--- config.mk ---
export PLATFORM = sky130hd
export DESIGN_NAME = history_ring_with_busy_marks_top
export DESIGN_NICKNAME = d
export VERILOG_FILES = /design/src/hdl/hrbm_pkg.sv /design/src/hdl/hrbm_ctrl.sv /design/src/hdl/hrbm_dp.sv /design/src/hdl/history_ring_with_busy_marks_top.sv
export SDC_FILE = /design/constraint.sdc
export NUM_CORES = 1
export LEC_CHECK = 0
export BUFFER_PORTS_ARGS = -buffer_cell sky130_fd_sc_hd__buf_2
export CAP_MARGIN = 20
export CORE_ASPECT_RATIO = 0.9
export CORE_MARGIN = 4
export CORE_UTILIZATION = 58
export CTS_CLUSTER_DIAMETER = 100
export DETAILED_ROUTE_END_ITERATION = 6
export PLACE_DENSITY = 0.88
export SETUP_SLACK_MARGIN = 0.4
export SLEW_MARGIN = 25
export SYNTH_ARGS = -nofsm -noshare
export SYNTH_HDL_FRONTEND = slang
export SYNTH_HIERARCHICAL = 1
export SYNTH_SLANG_ARGS = --single-unit
--- constraint.sdc ---
create_clock -name clk -period 8.8 [get_ports clk]
set_input_delay 0.88 -clock clk [delete_from_list [all_inputs] [get_ports clk]]
set_output_delay 0.88 -clock clk [all_outputs]
set_load 0.01 [all_outputs]
--- src/hdl/hrbm_pkg.sv ---
// shared types, constants and status codes for the history ring with busy marks
// no dependencies; used by hrbm_ctrl, hrbm_dp and the top level
`default_nettype none

package hrbm_pkg;

  // default number of slots the ring hardware holds
  localparam int SLOT_COUNT_DEF = 16;

  // element width kept from put_data
  localparam int ELEMENT_BITS = 32;

  // field widths
  localparam int RING_W   = 5;
  localparam int SLOT_W   = 4;
  localparam int DATA_W   = 32;
  localparam int SEQ_W    = 32;
  localparam int STATUS_W = 2;

  // mask that keeps the low element bits of put_data
  localparam logic [DATA_W-1:0] ELEM_MASK = (ELEMENT_BITS >= DATA_W) ? {DATA_W{1'b1}} :
    DATA_W'((64'd1 << ELEMENT_BITS) - 64'd1);

  // reset value of the ring size register
  localparam logic [RING_W-1:0] RING_RESET = RING_W'(16);

  // input action codes
  localparam logic ACT_PUT  = 1'b0;
  localparam logic ACT_DONE = 1'b1;

  // result status codes
  localparam logic [STATUS_W-1:0] ST_ACCEPTED = 2'd0;
  localparam logic [STATUS_W-1:0] ST_BLOCKED  = 2'd1;
  localparam logic [STATUS_W-1:0] ST_DONE     = 2'd2;

  // commands from the controller to the datapath
  typedef struct packed {
    logic load;  // capture the input item
    logic exec;  // apply the captured item and register its result
  } ctl_cmd_t;

endpackage

`default_nettype wire

--- src/hdl/hrbm_ctrl.sv ---
// controller state machine: sequences capture and execute of one item
// depends on hrbm_pkg (ctl_cmd_t)
`default_nettype none

module hrbm_ctrl (
  input  wire                 clk,
  input  wire                 rst_n,
  input  wire                 start,
  output logic                busy,
  output hrbm_pkg::ctl_cmd_t  cmd,
  output logic                out_valid
);

  localparam logic S_IDLE = 1'b0;
  localparam logic S_EXEC = 1'b1;

  logic state_r;
  logic state_nxt;
  logic out_valid_r;

  // next state and commands
  always_comb begin
    state_nxt = state_r;
    cmd       = '0;
    unique case (state_r)
      S_IDLE: begin
        if (start) begin
          cmd.load  = 1'b1;
          state_nxt = S_EXEC;
        end
      end
      S_EXEC: begin
        cmd.exec  = 1'b1;
        state_nxt = S_IDLE;
      end
      default: begin
        state_nxt = S_IDLE;
      end
    endcase
  end

  // state and result strobe
  always_ff @(posedge clk) begin
    if (!rst_n) begin
      state_r     <= S_IDLE;
      out_valid_r <= 1'b0;
    end else begin
      state_r     <= state_nxt;
      out_valid_r <= cmd.exec;
    end
  end

  assign busy      = (state_r == S_EXEC);
  assign out_valid = out_valid_r;

endmodule

`default_nettype wire

--- src/hdl/hrbm_dp.sv ---
// datapath: ring pointers, sequence counter, busy marks, ring size register and result regs
// depends on hrbm_pkg (widths, codes, ctl_cmd_t)
`default_nettype none

module hrbm_dp #(
  parameter int SLOT_COUNT = hrbm_pkg::SLOT_COUNT_DEF
) (
  input  wire                                 clk,
  input  wire                                 rst_n,
  input  hrbm_pkg::ctl_cmd_t                  cmd,
  input  wire                                 cfg_we,
  input  wire [hrbm_pkg::RING_W-1:0]          cfg_data,
  input  wire                                 in_action,
  input  wire [hrbm_pkg::DATA_W-1:0]          in_put_data,
  input  wire [hrbm_pkg::SLOT_W-1:0]          in_done_slot,
  output logic [hrbm_pkg::STATUS_W-1:0]       out_status,
  output logic [hrbm_pkg::SLOT_W-1:0]         out_slot,
  output logic [hrbm_pkg::SEQ_W-1:0]          out_sequence_res,
  output logic [hrbm_pkg::DATA_W-1:0]         out_dispatch_data
);

  // only slots below 31 can ever be reached by the ring size register
  localparam int MARK_COUNT = (SLOT_COUNT < 32) ? SLOT_COUNT : 32;
  localparam int CAP_N      = (SLOT_COUNT < 31) ? SLOT_COUNT : 31;
  localparam int PTR_W      = $clog2(MARK_COUNT);
  localparam int INC_W      = hrbm_pkg::RING_W + 1;

  logic [hrbm_pkg::RING_W-1:0]   ring_slots_r;
  logic [PTR_W-1:0]              head_r;
  logic [PTR_W-1:0]              tail_r;
  logic [hrbm_pkg::SEQ_W-1:0]    seq_r;
  logic [MARK_COUNT-1:0]         busy_r;
  logic [MARK_COUNT-1:0]         busy_nxt;

  // captured input item
  logic                          act_r;
  logic [hrbm_pkg::DATA_W-1:0]   data_r;
  logic [hrbm_pkg::SLOT_W-1:0]   done_r;

  // result registers
  logic [hrbm_pkg::STATUS_W-1:0] status_r;
  logic [hrbm_pkg::SLOT_W-1:0]   slot_r;
  logic [hrbm_pkg::SEQ_W-1:0]    seqres_r;
  logic [hrbm_pkg::DATA_W-1:0]   disp_r;

  logic [hrbm_pkg::RING_W-1:0]   n_eff;
  logic [INC_W-1:0]              head_inc;
  logic [INC_W-1:0]              tail_inc;
  logic [PTR_W-1:0]              next_slot;
  logic [PTR_W-1:0]              tail_succ;
  logic                          blocked;
  logic                          put_ok;
  logic                          done_hit;

  // slots in use: zero acts as one, clamp to the ring hardware
  always_comb begin
    if (ring_slots_r == '0) begin
      n_eff = hrbm_pkg::RING_W'(1);
    end else if (ring_slots_r > hrbm_pkg::RING_W'(CAP_N)) begin
      n_eff = hrbm_pkg::RING_W'(CAP_N);
    end else begin
      n_eff = ring_slots_r;
    end
  end

  // successors of head and tail, wrapping at the slots in use
  assign head_inc  = INC_W'(head_r) + INC_W'(1);
  assign tail_inc  = INC_W'(tail_r) + INC_W'(1);
  assign next_slot = (head_inc >= INC_W'(n_eff)) ? '0 : PTR_W'(head_inc);
  assign tail_succ = (tail_inc >= INC_W'(n_eff)) ? '0 : PTR_W'(tail_inc);

  // put refused when the next slot is the busy tail
  assign blocked  = (next_slot == tail_r) && busy_r[next_slot];
  assign put_ok   = cmd.exec && (act_r == hrbm_pkg::ACT_PUT) && !blocked;
  assign done_hit = cmd.exec && (act_r == hrbm_pkg::ACT_DONE);

  // busy mark updates, one compare per slot
  always_comb begin
    for (int i = 0; i < MARK_COUNT; i++) begin
      busy_nxt[i] = busy_r[i];
      if (done_hit && (INC_W'(done_r) == INC_W'(i))) begin
        busy_nxt[i] = 1'b0;
      end
      if (put_ok && (next_slot == PTR_W'(i))) begin
        busy_nxt[i] = 1'b1;
      end
    end
  end

  // control state: ring size, pointers, sequence, busy marks
  always_ff @(posedge clk) begin
    if (!rst_n) begin
      ring_slots_r <= hrbm_pkg::RING_RESET;
      head_r       <= '0;
      tail_r       <= '0;
      seq_r        <= hrbm_pkg::SEQ_W'(1);
      busy_r       <= '0;
    end else begin
      if (cfg_we) begin
        ring_slots_r <= cfg_data;
      end
      busy_r <= busy_nxt;
      if (put_ok) begin
        head_r <= next_slot;
        seq_r  <= seq_r + hrbm_pkg::SEQ_W'(1);
        if (next_slot == tail_r) begin
          tail_r <= tail_succ;
        end
      end
    end
  end

  // input capture on transfer
  always_ff @(posedge clk) begin
    if (cmd.load) begin
      act_r  <= in_action;
      data_r <= in_put_data & hrbm_pkg::ELEM_MASK;
      done_r <= in_done_slot;
    end
  end

  // result registers
  always_ff @(posedge clk) begin
    if (cmd.exec) begin
      if (act_r == hrbm_pkg::ACT_DONE) begin
        status_r <= hrbm_pkg::ST_DONE;
        slot_r   <= done_r;
        seqres_r <= '0;
        disp_r   <= '0;
      end else if (blocked) begin
        status_r <= hrbm_pkg::ST_BLOCKED;
        slot_r   <= hrbm_pkg::SLOT_W'(next_slot);
        seqres_r <= '0;
        disp_r   <= '0;
      end else begin
        status_r <= hrbm_pkg::ST_ACCEPTED;
        slot_r   <= hrbm_pkg::SLOT_W'(next_slot);
        seqres_r <= seq_r;
        disp_r   <= data_r;
      end
    end
  end

  assign out_status        = status_r;
  assign out_slot          = slot_r;
  assign out_sequence_res  = seqres_r;
  assign out_dispatch_data = disp_r;

endmodule

`default_nettype wire

--- src/hdl/history_ring_with_busy_marks_top.sv ---
// top level of the history ring with busy marks: controller plus datapath
// depends on hrbm_pkg, hrbm_ctrl, hrbm_dp
//
//  channel   handshake            payload
//  input     start / busy         in_action, in_put_data, in_done_slot
//  result    out_valid (strobe)   out_status, out_slot, out_sequence_res, out_dispatch_data
//  config    cfg_valid/cfg_ready  cfg_data (ring size)
//
// an item is captured at its transfer, then applied in the pointer and busy mark update
// its result strobes for one cycle after that, while the next item may already transfer
// busy is high during the update cycle; the config port is ready whenever busy is low
// synchronous active-low reset: head and tail 0, sequence 1, marks clear, ring size 16
// results cannot be stalled; each is shown for exactly one cycle
`default_nettype none

module history_ring_with_busy_marks_top #(
  parameter int SLOT_COUNT = hrbm_pkg::SLOT_COUNT_DEF
) (
  input  wire                                 clk,
  input  wire                                 rst_n,
  input  wire                                 start,
  output logic                                busy,
  input  wire                                 in_action,
  input  wire [hrbm_pkg::DATA_W-1:0]          in_put_data,
  input  wire [hrbm_pkg::SLOT_W-1:0]          in_done_slot,
  output logic                                out_valid,
  output logic [hrbm_pkg::STATUS_W-1:0]       out_status,
  output logic [hrbm_pkg::SLOT_W-1:0]         out_slot,
  output logic [hrbm_pkg::SEQ_W-1:0]          out_sequence_res,
  output logic [hrbm_pkg::DATA_W-1:0]         out_dispatch_data,
  input  wire                                 cfg_valid,
  output logic                                cfg_ready,
  input  wire [hrbm_pkg::RING_W-1:0]          cfg_data
);

  hrbm_pkg::ctl_cmd_t cmd;
  logic               cfg_we;

  // config transfer while no update is in flight
  assign cfg_ready = !busy;
  assign cfg_we    = cfg_valid && cfg_ready;

  hrbm_ctrl u_ctrl (
    .clk       (clk),
    .rst_n     (rst_n),
    .start     (start),
    .busy      (busy),
    .cmd       (cmd),
    .out_valid (out_valid)
  );

  hrbm_dp #(
    .SLOT_COUNT (SLOT_COUNT)
  ) u_dp (
    .clk               (clk),
    .rst_n             (rst_n),
    .cmd               (cmd),
    .cfg_we            (cfg_we),
    .cfg_data          (cfg_data),
    .in_action         (in_action),
    .in_put_data       (in_put_data),
    .in_done_slot      (in_done_slot),
    .out_status        (out_status),
    .out_slot          (out_slot),
    .out_sequence_res  (out_sequence_res),
    .out_dispatch_data (out_dispatch_data)
  );

  // a transfer always leads to the update cycle
  a_start_busy: assert property (@(posedge clk) disable iff (!rst_n)
    (start && !busy) |=> busy)
    else $error("accepted item did not enter update");

  // the update cycle is always followed by a result strobe
  a_busy_result: assert property (@(posedge clk) disable iff (!rst_n)
    busy |=> out_valid)
    else $error("update without result");

  // every result follows a transfer and its update cycle
  a_result_src: assert property (@(posedge clk) disable iff (!rst_n)
    out_valid |-> $past(start && !busy, 2))
    else $error("result without transfer");

  // results carry only defined status codes
  a_status_code: assert property (@(posedge clk) disable iff (!rst_n)
    out_valid |-> (out_status == hrbm_pkg::ST_ACCEPTED ||
                   out_status == hrbm_pkg::ST_BLOCKED ||
                   out_status == hrbm_pkg::ST_DONE))
    else $error("undefined status code");

endmodule

`default_nettype wire

-- Yosys cells after proc, flatten, opt, wreduce, memory -nomap -nowiden
Index checks and enable logic that the tools add are counted.
W data, S select, Z words.
- bitwise operators: 2
- reduce and logical (&&, ||, !) cells: 60
- $lt $le $gt $ge: 4
- equality and inequality tests: 31
- divide/modulo/power cells: 0
- muxes and demuxes: 44
- shifts and indexed selects: 0
- multiply operators: 0
- $add $sub $neg: 3
- operator list (cell ; number):
    $eq A4 B4 Y1 const B ; 16
    $logic_and A1 B1 Y1 ; 37
    $mux W1 ; 37
    $add A32 B1 Y32 const B ; 1
    $eq A4 B3 Y1 const B ; 8
    $reduce_bool A2 Y1 ; 16
    $eq A4 B2 Y1 const B ; 4
    $ge A6 B5 Y1 ; 2
    $mux W4 ; 3
    $add A4 B1 Y5 const B ; 2
    $mux W5 ; 2
    $eq A4 B1 Y1 const B ; 2
    $logic_not A4 Y1 ; 2
    $gt A5 B5 Y1 const B ; 1
    $logic_not A5 Y1 ; 1
    $lt A4 B5 Y1 const B ; 1
    $bmux W1 S4 ; 1
    $eq A4 B4 Y1 ; 1
    $logic_not A1 Y1 ; 2
    $not A1 Y1 ; 2
    $pmux W1 S2 ; 1
    $reduce_and A2 Y1 ; 1
    $reduce_or A2 Y1 ; 1
- ROM bits: 0
- flip-flop bits (word level): 170
- memories kept: 0
- logic and storage cells: 173
- input port bits: 46
- RAM bits: 0
- latch bits: 0

-- Depth between registers and ports, before layout
Gate-level depths: netlist of run 1.
- depth in word-level cells: 12
- gate-level depth with buffers: 17
- gate-level depth less buffers: 13

-- Modules after synthesis
Netlist of run 1, hierarchy kept.
- modules (own cells, without submodules) (module ; cells an instance ; times used ; area an instance (um^2)):
    hrbm_dp ; 614 ; 1 ; 7243.2
    hrbm_ctrl ; 7 ; 1 ; 81.3
    history_ring_with_busy_marks_top ; 2 ; 1 ; 10.0

-- Worst setup path after synthesis of run 1
No wires, ideal clock.
- path type: register to register
- from: register u_dp.head_r[0]
- to: register u_dp/seq_r[17] (netlist name)
- path buffers: 4
- setup slack: 5.233 ns
- arrival time: 3.452 ns
- required time: 8.685 ns
- stages on the path, launching flop included: 18
- clock period less this slack: 3.567 ns
- cells stage by stage: dfxtp_1 ha_1 xnor2_1 inv_1 ha_1 a21o_1 a31oi_2 o21a_1 buf_6 nand2_1 xnor2_1 or4_1 buf_2 o21ai_2 buf_4 buf_4 nor4_1 o21a_1
- longest elaborated chain between the ends: 8
- RTL lines (what ; RTL line ; text):
    start: declaration ; hrbm_dp.sv:29 ; logic [PTR_W-1:0] head_r;
    start signal: assignment ; hrbm_dp.sv:104 ; head_r <= next_slot;
    $add A4 B1 Y5 (*) ; hrbm_dp.sv:67 ; assign head_inc = INC_W'(head_r) + INC_W'(1);
    $ge A6 B5 Y1 ; hrbm_dp.sv:69 ; assign next_slot = (head_inc >= INC_W'(n_eff)) ? '0 : PTR_W'(head_inc);
    $mux W4 (*) ; hrbm_dp.sv:69 ;
    $bmux W1 S4 ; hrbm_dp.sv:73 ; assign blocked = (next_slot == tail_r) && busy_r[next_slot];
    $mux W1 (not written as such) ; hrbm_dp.sv:73 ;
    $logic_and A1 B1 Y1 (*) ; hrbm_dp.sv:73 ;
    $logic_not A1 Y1 (*) ; hrbm_dp.sv:74 ; assign put_ok = cmd.exec && (act_r == hrbm_pkg::ACT_PUT) && !blocked;
    $logic_and A1 B1 Y1 (*) ; hrbm_dp.sv:74 ;
    end signal: assignment ; hrbm_dp.sv:96 ; seq_r <= hrbm_pkg::SEQ_W'(1);
    end signal: assignment ; hrbm_dp.sv:105 ; seq_r <= seq_r + hrbm_pkg::SEQ_W'(1);
    end: declaration ; hrbm_dp.sv:31 ; logic [hrbm_pkg::SEQ_W-1:0] seq_r;
Every way passes the cells marked *; elsewhere a longest branch is shown, timed or not. The select of a mux whose other input is x is not followed.
A chain may end at the register's enable or synchronous reset.

-- Final worst setup path of run 1
- from: register u_dp.head_r[0]
- to: register u_dp/seq_r[24] (netlist name)
The elaborated chain is that of the path after synthesis.

==> results.txt, run 1 <==
- The run finished with clean final reports.
- Critical path origin: u_dp/head_r[0]
- The number of hold-slack violations in the final timing report is 0.
- Synthesis produced a netlist whose cell count is 623.
- Vias in the first global route: 5145
- Number of detailed-route iterations in the first pass: 7
* Final worst hold slack: 0.458 ns
- Wire length after detailed routing: 16100 µm
* Static Leakage: 3.21 nW
- Together, buffers and inverters on the worst path number 2.
* Tcrit/Tclk final: 0.589
* Crit path cell chain: ha_1 -> xnor2_1 -> inv_1 -> ha_1 -> a21o_1 -> a31oi_2 -> o21a_1 -> nand2_1 -> xnor2_1 -> or4_1 -> o21ai_2 -> buf_4 -> o31ai_1 -> a21boi_1
- The library cell used most frequently in the layout, excluding fill and tap cells, is buf_2.
- Number of I/O port buffers: 118
- Data on the critical path is required at its endpoint by 9.15 ns.
- Grouping stages by cell kind, the critical path spends the most delay in compound AO/OA/AOI/OAI gates.
* Kind of end point of the critical path: flop
- Compared with the post-synthesis result, the final layout area differs by 17.7%.
- Among all stages on the critical path, the largest delay is contributed by dfxtp_1.
* Final weighted congestion of routability-driven global placement: 0.889
- The final max-slew violation count is 0.
- Worst Path Arrival: 5.54 ns
- Endpoints failing setup: 0
- Max-cap violations in this run came to 0.
- Sequential-to-total area share from yosys stat: 0.610
* CP endpoint: u_dp/seq_r[24]
* R2R Setup Slk: 3.62 ns
- Setup repair bufs after CTS: 0
- H-tree levels: 4
* Worst IR Drop VDD: 0.000115 V
- Counting flops with a built-in enable in the synthesized netlist gives 107.
* Std-Cell Rows: 38
- Post-CTS repair changed the size of 0 cells.
- Die Footprint: 14500 µm²
- Category of the most critical setup path: reg2reg
* Starting Density: 0.600
* Average footprint of a synthesized cell: 11.8 µm²
- After detailed routing, the number of remaining DRC violations is 0.
- STA classifies the critical path startpoint as a flop.
- Classification of the worst-slack hold path: reg2reg
- The clock net in this run drives a total of 170 sinks.
* Setup repair after global routing missed its margin: false
- Of all cell types, the one taking the most synthesized area is edfxtp_1.
- Fin Setup TNS: 0 ns
- Across the routed clock network, the largest skew measured is 0.00756 ns.
* Top-Level Pins: 119
- Along the worst path, the maximum fanout reaches 39.
* Worst Max-Slew Pin Slew: 1.03 ns
- The count of nets left with antenna violations once routing finished came out at 0.
- Post-cts hold buffer count: 0
- Proportion of netlist area held by the largest area contributor: 0.438
* Ys Warns: 6
- The startpoint identified for the worst register-to-register timing path is u_dp/head_r[0].
- For this run, asynchronously set or reset flops after synthesis account for 0.
* Buffer cell driving the clock tree root: clkbuf_16
- The top cell types in the final layout, fill and taps aside, are buf_2 (118), edfxtp_1 (107), and2_1 (66).
- Global-route total usage across every layer: 0.227
* Global-route wire length before repair: 25700 µm
* Remaining Overflow, GRT: 0
- Number of different library cells in the post-synthesis netlist: 59
- Clk Latency, worst-skew pair: 0.43 ns
- In the synthesized netlist the dominant register cell turns out to be edfxtp_1.
- For this block, the initial DRC count from the detailed router was 728.
- Flops & latches, synth: 170
* Cell area after technology mapping: 7330 µm²
- Dividing total power by cell area gives a power density of 204 nW/µm².
* Half-perimeter wire length after detailed placement: 10300 µm
- TritonCTS clock tree: done
- Share of final-layout standard cells stronger than drive strength 1: 0.222
- Top area cells in the synthesized netlist: edfxtp_1 (44%), dfxtp_1 (17%), and2_1 (5.6%), nand2_1 (2.8%), o21ai_0 (2.4%)
- Detail-routed via count per cell: 5.99
- Max Clock Freq: 193 MHz
- Buffer depth of the longest clock path: 2
* Reg-to-reg critical path endpoint: u_dp/seq_r[24]
* Die Span X: 127 µm
* Min Tclk post-route: 5.18 ns
- Largest net degree at the start of global routing: 84
- The final layout contains 790 nets.
* Antenna violations before repair: 1
* Logic depth of the worst register-to-register path: 14
- In the final routed layout, each cell accounts on average for 17.8 µm.
- Net count after synthesis: 682
- The critical path runs through a total of 14 cells.
- After clock tree synthesis, the clock-pin slew on the worst setup and hold paths is 0.06 ns.
- From bottom edge to top edge, the die measures 115 µm.
- The filler cells instantiated in the layout total 788.
* Highest cell delay on the worst timing path: 0.75 ns
* Core region area: 12200 µm²
* Vias: 5418
* Worst-case headroom to the max-slew limit: 0.305
- Total clock buffers created by CTS: 17
[final cells by class]
type                            count  area, µm²  share of cell area
Antenna cell                        1       2.50            0.000290
Clock buffer                       17        425              0.0493
Clock inverter                     15        186              0.0216
Inverter                           11       41.3             0.00478
Multi-Input combinational cell    410       2670               0.309
Sequential cell                   170       4480               0.519
Tap cell                          160        200              0.0232
Timing Repair Buffer              121        633              0.0733
[sequential cells by signal, summed over array words and instances (netlist names), 2 cells and up]
register                count
u_dp/busy_r                16
u_dp/out_sequence_res      32
u_dp/seq_r                 32
u_dp/tail_r                 4
u_dp/out_dispatch_data     32
u_dp/head_r                 4
u_dp/data_r                32
u_dp/done_r                 4
u_dp/ring_slots_r           5
u_dp/out_status             2
u_dp/out_slot               4
[power breakdown]
group | leakage [nW] | switching [mW] | internal [mW]
Clock | 0.295 | 0.316 | 0.452
Sequential | 1.54 | 0.0193 | 0.876
Combinational | 1.37 | 0.0609 | 0.0383
Total | 3.21 | 0.396 | 1.37
[synthesized netlist by cell type, drive strengths merged (5+ instances only)]
| library cell | count |
|---|---|
| a21boi | 14 |
| a21oi | 8 |
| and2 | 67 |
| and3 | 10 |
| buf | 12 |
| clkbuf | 20 |
| dfxtp | 63 |
| edfxtp | 107 |
| ha | 13 |
| inv | 11 |
| mux2i | 12 |
| nand2 | 55 |
| nand2b | 9 |
| nand3 | 21 |
| nand4 | 7 |
| nor2 | 15 |
| nor2b | 13 |
| nor3 | 8 |
| nor4 | 10 |
| o2111ai | 5 |
| o211ai | 17 |
| o21a | 10 |
| o21ai | 38 |
| o311ai | 7 |
| o31a | 5 |
| o31ai | 10 |
| or3 | 9 |
| or4 | 10 |
| xnor2 | 12 |
[layer usage]
layer  GRT usage  wire [µm]  up-vias
li1            -          -     2529
met3      0.0546       1280       76
met2       0.394       8320      298
met1       0.269       5920     2515
met4       0.106        619        0
met5           0          0        -
[stage by stage]
step                power, mW  setup WS [ns]  std cells   util  cell area, µm²
finish                   1.76           3.62        905  0.706            8630
global route             1.82           3.17        905  0.706            8630
detailed placement       1.01           3.75        871  0.654            7990
global placement         1.00           4.00        871  0.654            7990
floorplan               0.969           5.23        623      -            7330
CTS                      1.77           3.64        903  0.704            8600
[logic make-up after synthesis]
logic type               Yosys count  share of synthesized area
XOR/XNOR                          13                     0.0155
adder cells (fa/ha/maj)           13                     0.0222
multiplexers                      13                     0.0179
AO/OA/AOI/OAI                    126                      0.118
AND/OR/NAND/NOR                  245                      0.188
buffers and inverters             43                     0.0281
flip-flops                       170                      0.610
[worst min-delay path: cells and delay by family, from the launching register on]
| family | cells | cell delay (ns) |
|---|---|---|
| flip-flops | 1 | 0.31 |
| AND/OR/NAND/NOR | 1 | 0.05 |
| multiplexers | 1 | 0.05 |
[how the worst min path moves through the flow]
stage,cells past startpoint,end,start,slack (ns)
after floorplan,2,u_dp/seq_r[11],u_dp/seq_r[11],0.43
final,2,u_dp/seq_r[11],u_dp/seq_r[11],0.46
after global routing,2,u_dp/seq_r[11],u_dp/seq_r[11],0.49
after CTS,2,u_dp/seq_r[11],u_dp/seq_r[11],0.46
after global placement,2,u_dp/seq_r[11],u_dp/seq_r[11],0.44
after detailed placement,2,u_dp/seq_r[11],u_dp/seq_r[11],0.45
Note: power is estimated with default switching activity, not from simulation.
==> run 2: changes to the inputs <==
--- a/config.mk
+++ b/config.mk
@@ -9,10 +9,10 @@
 export CAP_MARGIN = 20
 export CORE_ASPECT_RATIO = 0.9
 export CORE_MARGIN = 4
-export CORE_UTILIZATION = 58
+export CORE_UTILIZATION = 51
 export CTS_CLUSTER_DIAMETER = 100
 export DETAILED_ROUTE_END_ITERATION = 6
-export PLACE_DENSITY = 0.88
+export PLACE_DENSITY = 0.82
 export SETUP_SLACK_MARGIN = 0.4
 export SLEW_MARGIN = 25
 export SYNTH_ARGS = -nofsm -noshare
==> constraint.sdc (replaced) <==
create_clock -name clk -period 4.55 [get_ports clk]
set_input_delay 0.455 -clock clk [delete_from_list [all_inputs] [get_ports clk]]
set_output_delay 0.455 -clock clk [all_outputs]
set_load 0.01 [all_outputs]
==> run 2 against run 1 <==
Effect of this change:
- setup slack got worse by 2.9 ns
- final cell count increased by 4.4%
- critical endpoint is now u_dp/seq_r[13]
- die area increased by 13%
- utilization decreased by 8.9 points
- sequential power increased by 92%
- sequential cell count unchanged
==> results.txt, run 2 (synthesized netlist as in run 1, its figures left out) <==
- The flow ran to the end, and the final reports show no timing, DRC or antenna violations.
- Worst-case headroom to the max-slew limit: 0.430
* Number of cells in the design after placement: 912
- Placement-stage worst setup slack: 0.400 ns
* # diodes: 0
- Post-DR wirelength/cell: 16.2 µm
* Number of buffers and inverters on the critical path: 3
- 119 I/O pins were placed.
* Std-Cell Rows: 41
- Die Footprint: 16400 µm²
- Setup repair after global routing missed its margin: false
* Logic depth of the worst register-to-register path: 15
* Highest-count cells in the layout ignoring fill and taps: buf_2 (118), edfxtp_1 (107), and2_1 (66)
- Worst Path Arrival: 4.18 ns
* Tcrit/Tclk final: 0.850
- For this block, the initial DRC count from the detailed router was 485.
* Number of max-cap violations: 0
- Maximum fanout count along the critical path: 38
* Kind of end point of the critical path: flop
- Min Tclk post-route: 3.87 ns
* Number of detailed-route iterations in the first pass: 5
- Category of the most critical setup path: reg2reg
- In the final layout, the share of cells above drive strength 1 is 0.234.
* Post-layout nets: 798
* Layout overhead on the synthesized area: 18.3%
- CP endpoint: u_dp/seq_r[13]
- Buffer cell driving the clock tree root: clkbuf_16
* Core region area: 14100 µm²
* Max-slew violation total from the final report: 0
* Buffer depth of the longest clock path: 2
- Final worst hold slack: 0.203 ns
* Max Clock Freq: 259 MHz
* Min setup slack post-route: 0.684 ns
- The congestion estimate from routability-driven global placement came to 0.920.
- Placement-stage cell area: 8090 µm²
- Remaining design rule violation count: 0
- TritonCTS built the clock tree.
- Most common library cell in the layout ignoring fill and taps: buf_2
- Worst IR Drop VDD: 0.000268 V
- On the worst path, the slowest cell contributes a delay of 0.60 ns.
- Antenna violations before repair: 0
* Vert. Die Dim: 122 µm
* Remaining Overflow, GRT: 0
* Worst hold stages: 1
* Required arrival time at the worst endpoint: 4.87 ns
- The number of hold-slack violations in the final timing report came to 0.
- The critical path crosses 15 cells after its start point.
- In this run the critical register-to-register path is launched from u_dp/head_r[1].
- After detailed routing, the number of vias per cell comes to 5.53.
* Worst Max-Slew Pin Slew: 0.854 ns
- Classification of the worst-slack hold path: in2reg
- Clock transition at the registers of the reported paths: 0.06 ns
- Global-route wire length before repair: 24900 µm
- H-tree levels: 4
- Entering global routing, the biggest net connects 61 pins.
* Starting Density: 0.522
- Summing all non-filler instances in the final layout gives an area of 8680 µm².
* Fin Setup TNS: 0 ns
* Slowest cell on the critical path: or4_4
- Static Leakage: 3.22 nW
* Wire length after detailed routing: 15300 µm
* Endpoints failing setup: 0
* Number of I/O port buffers: 118
* Areal power density over the cells: 374 nW/µm²
- For flop-to-flop paths, the worst setup slack is 0.68 ns.
* Setup crit start kind: flop
* Vias: 5222
- Layout Cells excl Fill: 945
- Critical path's top delay family: compound AO/OA/AOI/OAI gates
- After legalization and detailed placement, the total HPWL measured 10500 µm.
- Setup repair bufs after CTS: 0
- The signal on the critical path passes through ha_1 -> xnor2_2 -> inv_1 -> ha_1 -> a21o_1 -> a31oi_2 -> o21a_1 -> buf_4 -> nand2_1 -> xnor2_1 -> or4_4 -> o21ai_2 -> buf_4 -> nor4_1 -> o21a_1.
- Tracing the worst setup path back leads to its startpoint at u_dp/head_r[1].
* Total clock buffers created by CTS: 17
- The clock reaches the later pin of the worst-skew pair after 0.42 ns.
- The via count of the first global-routing pass was 5131.
- Across every metal layer, demand over resource in global routing totals 0.190.
* Die Span X: 134 µm
- CTS saw 170 sinks.
- In this run the remaining antenna-violating nets after routing total 0.
- Reg-to-reg critical path endpoint: u_dp/seq_r[13]
- The clock arrives with 0.0134 ns of skew.
run 2: where the power goes:
group | leakage, nW | switching (mW) | internal (mW) | total, mW
Combinational | 1.42 | 0.128 | 0.0808 | 0.209
Clock | 0.254 | 0.598 | 0.722 | 1.32
Sequential | 1.54 | 0.0259 | 1.69 | 1.72
Total | 3.22 | 0.752 | 2.50 | 3.25
run 2: how the worst min path moves through the flow:
stage | startpoint | end | slack (ns)
3_5_place_dp | u_dp/seq_r[11] | u_dp/seq_r[11] | 0.46
2_1_floorplan | u_dp/seq_r[11] | u_dp/seq_r[11] | 0.43
4_1_cts | in_put_data[2] | u_dp/data_r[2] | 0.18
5_1_grt | in_done_slot[2] | u_dp/done_r[2] | 0.18
6_report | in_action | u_dp/act_r | 0.20
3_3_place_gp | u_dp/seq_r[11] | u_dp/seq_r[11] | 0.44
run 2: final cells by class:
class / count / area [µm²]
repair buffers: 129 / 693
clock buffers: 21 / 450
fillers: 1140 / 5380
multi-input cells: 410 / 2680
well taps: 193 / 241
clock inverters: 11 / 88.8
flip-flops and latches: 170 / 4480
inverters: 11 / 41.3
run 2: timing repair:
item                       4_1_cts  5_1_grt
hold buffers                     0        0
pin swaps                        0        0
gates cloned                     0        0
gates resized for setup          0        5
setup endpoints to repair        3       66
run 2: routing by layer:
layer  GRT usage  routed length [µm]  up-vias
met5           0                   0        -
met1       0.244                6740     2495
met3      0.0467                 873       21
li1            -                   -     2535
met2       0.310                7500      171
met4      0.0789                 208        0
run 2: through the flow:
step	utilization	power, mW
after detailed placement	0.576	1.96
final	0.617	3.25
after global placement	0.576	1.95
after CTS	0.614	3.27
after global routing	0.617	3.37
after floorplan	-	1.88
==> run 3: changes to the inputs <==
--- a/config.mk
+++ b/config.mk
@@ -9,10 +9,10 @@
 export CAP_MARGIN = 20
 export CORE_ASPECT_RATIO = 0.9
 export CORE_MARGIN = 4
-export CORE_UTILIZATION = 51
+export CORE_UTILIZATION = 56
 export CTS_CLUSTER_DIAMETER = 100
 export DETAILED_ROUTE_END_ITERATION = 6
-export PLACE_DENSITY = 0.82
+export PLACE_DENSITY = 0.85
 export SETUP_SLACK_MARGIN = 0.4
 export SLEW_MARGIN = 25
 export SYNTH_ARGS = -nofsm -noshare
==> constraint.sdc (replaced) <==
create_clock -name clk -period 3.65 [get_ports clk]
set_input_delay 0.365 -clock clk [delete_from_list [all_inputs] [get_ports clk]]
set_output_delay 0.365 -clock clk [all_outputs]
set_load 0.01 [all_outputs]
==> run 3 against run 2 <==
Effect of this change:
- first-iteration DRC count rose by 42%
- non-clock buffer count grew 28
- largest power group unchanged
- die area shrank 8.4%
- clock power increased by 37%
- sequential power rose by 24%
- utilization rose by 11 points
==> results.txt, run 3 (synthesized netlist as in run 1, its figures left out) <==
- Classification of the worst-slack hold path: in2reg
- Max-slew violation total from the final report: 0
- Number of max-cap violations: 0
* Global-route track usage on met2: 0.374
- Once layout is complete, the cells apart from fillers number 944.
* Buffer depth of the longest clock path: 2
- Once routing completed, OpenROAD measured the worst setup slack at 0.212 ns.
- Share of final-layout standard cells stronger than drive strength 1: 0.310
* Post-DR wirelength/cell: 18.4 µm
* Buffer cell driving the clock tree root: clkbuf_16
- The number of antenna diodes in the final layout is 0.
- Worst-case headroom to the max-slew limit: 0.442
* Wire length after detailed routing: 17400 µm
- Setup crit start kind: flop
* Category of the most critical setup path: reg2reg
- Most common library cell in the layout ignoring fill and taps: buf_2
- Clk Latency, worst-skew pair: 0.42 ns
- The net count of the finished layout is 826.
* Clock sink total: 170
- The wire-length estimate of the detail-placed layout is 10700 µm.
- Logic depth of the worst register-to-register path: 16
- Fraction of power consumed by combinational cells: 0.077
* Worst Max-Slew Pin Slew: 0.838 ns
- Status: complete, no violations
- NetSw: 929 µW
- In this run the power density over the cells is 460 nW/µm².
- Number of endpoints with negative hold slack in the final report: 0
* Setup repair after global routing missed its margin: true
- Min Tclk post-route: 3.44 ns
- Total clock buffers created by CTS: 17
* Fin Setup TNS: 0 ns
- Kind of end point of the critical path: flop
- Top-Level Pins: 119
- The via count of the first global-routing pass was 5301.
* Worst hold stages: 1
* Met3 Use GR: 0.0549
- Static timing analysis puts the maximum clock frequency at 291 MHz.
* H-tree levels: 4
- Std-Cell Rows: 39
- Global-route total usage across every layer: 0.222
- Clock transition at the registers of the reported paths: 0.06 ns
* Count of filler cells inserted in the layout: 788
- Across all layers, the routed design uses 5652 vias.
- The initial utilization of the core area, before any placement, comes to 0.576.
- In this run, the number of DRC markers left after iteration 0 of detailed routing was 688.
* Share of the core filled with cells: 0.731
* Power Internal: 3.35 mW
- In this run the static leakage power is 3.50 nW.
- At the placement stage, the worst setup path has a slack of 0.105 ns.
- Remaining Overflow, GRT: 0
* Global-route wire length before repair: 25900 µm
* Net switching fraction of the power: 0.217
- The global routing stage identified its most utilized layer as met2.
* Detail-routed via count per cell: 5.99
- Number of I/O port buffers: 118
* Maximum fanout count along the critical path: 11
- Endpoints failing setup: 0
- The first TritonRoute pass finished after 6 iterations.
* TritonCTS clock tree: done
- Number of cells in the design after placement: 887
- Required arrival time at the worst endpoint: 4.00 ns
- IR analysis of the VDD net gives a maximum drop of 0.000361 V.
- Of the total power, the clock network draws 0.422.
- Tcrit/Tclk final: 0.942
- The number of antenna violations at the first check in global routing is 0.
- In this run the horizontal extent of the chip is 129 µm.
- Core region area: 12700 µm²
* Met1 capacity usage during global routing: 0.268
- In the routed design, unresolved DRC markers number 0.
- Compared with the post-synthesis result, the final layout area differs by 27.0%.
* Die Footprint: 15000 µm²
- The share of total power dissipated in sequential elements is 0.501.
- In the layout the commonest cells are buf_2 (119), edfxtp_1 (107), and2_1 (66).
* Largest net degree at the start of global routing: 61
- After clock tree synthesis, the flow added hold-fix buffers numbering 0.
- Measured along the y axis, the die boundary spans 117 µm.
* Worst-case clock skew: 0.00635 ns
- Power, Total: 4.28 mW
- At the end of routability-driven placement, the weighted congestion stood at 0.869.
- Antenna viol nets, final: 0
* Worst Path Arrival: 3.78 ns
run 3: repair_timing:
item | 4_1_cts | 5_1_grt
endpoints found under the setup margin | 116 | 118
gates cloned | 2 | 4
buffers inserted | 17 | 2
pin swaps | 20 | 27
resized for setup | 14 | 44
hold endpoints to repair | 0 | 0
run 3: per-layer routing:
layer  vias to the layer above  part of all wire  wire, µm
li1                       2600                 -         -
met1                      2711              0.38      6530
met2                       280              0.51      8930
met3                        61             0.078      1360
met4                         0             0.032       556
met5                         -                 0         0
run 3: final timing paths:
kind	from	end	slack, ns
setup / recovery	u_dp/head_r[1]	u_dp/seq_r[12]	0.21
hold / removal	in_put_data[25]	u_dp/data_r[25]	0.12
setup reg to reg	u_dp/head_r[1]	u_dp/seq_r[12]	0.21
hold reg to reg	u_dp/seq_r[11]	u_dp/seq_r[11]	0.49
run 3: per-stage QoR:
step	hold slack, ns	area (µm²)
6_report	0.116	9310
5_1_grt	0.0906	9310
4_1_cts	0.0996	9050
3_5_place_dp	0.476	8190
3_3_place_gp	0.445	8190
2_1_floorplan	0.435	7430
run 3: critical path, stage by stage (launching register included):
cell,delay [ns]
dfxtp_4,0.36
ha_4,0.19
xnor2_4,0.14
inv_2,0.07
ha_4,0.23
a21o_1,0.21
a31oi_4,0.20
o211ai_1,0.21
xor2_1,0.21
o211ai_1,0.13
or4_4,0.60
o21ai_4,0.16
buf_12,0.13
buf_12,0.12
clkbuf_16,0.16
o21ai_1,0.09
a21boi_1,0.16
run 3: power groups by stage:
stage | clock, mW | sequential, mW | combinational [mW]
CTS | 1.83 | 2.14 | 0.300
global route | 1.92 | 2.15 | 0.355
floorplan | 0 | 2.19 | 0.153
detailed placement | 0 | 2.19 | 0.266
finish | 1.81 | 2.14 | 0.329
global placement | 0 | 2.18 | 0.258
run 3: cell type report:
cell class | instances | area (µm²) | share of cell area
Multi-Input combinational cell | 410 | 2930 | 0.314
Tap cell | 164 | 205 | 0.0220
Inverter | 11 | 41.3 | 0.00443
Timing Repair Buffer | 157 | 1040 | 0.112
Clock buffer | 24 | 534 | 0.0574
Sequential cell | 170 | 4490 | 0.482
Clock inverter | 8 | 78.8 | 0.00846
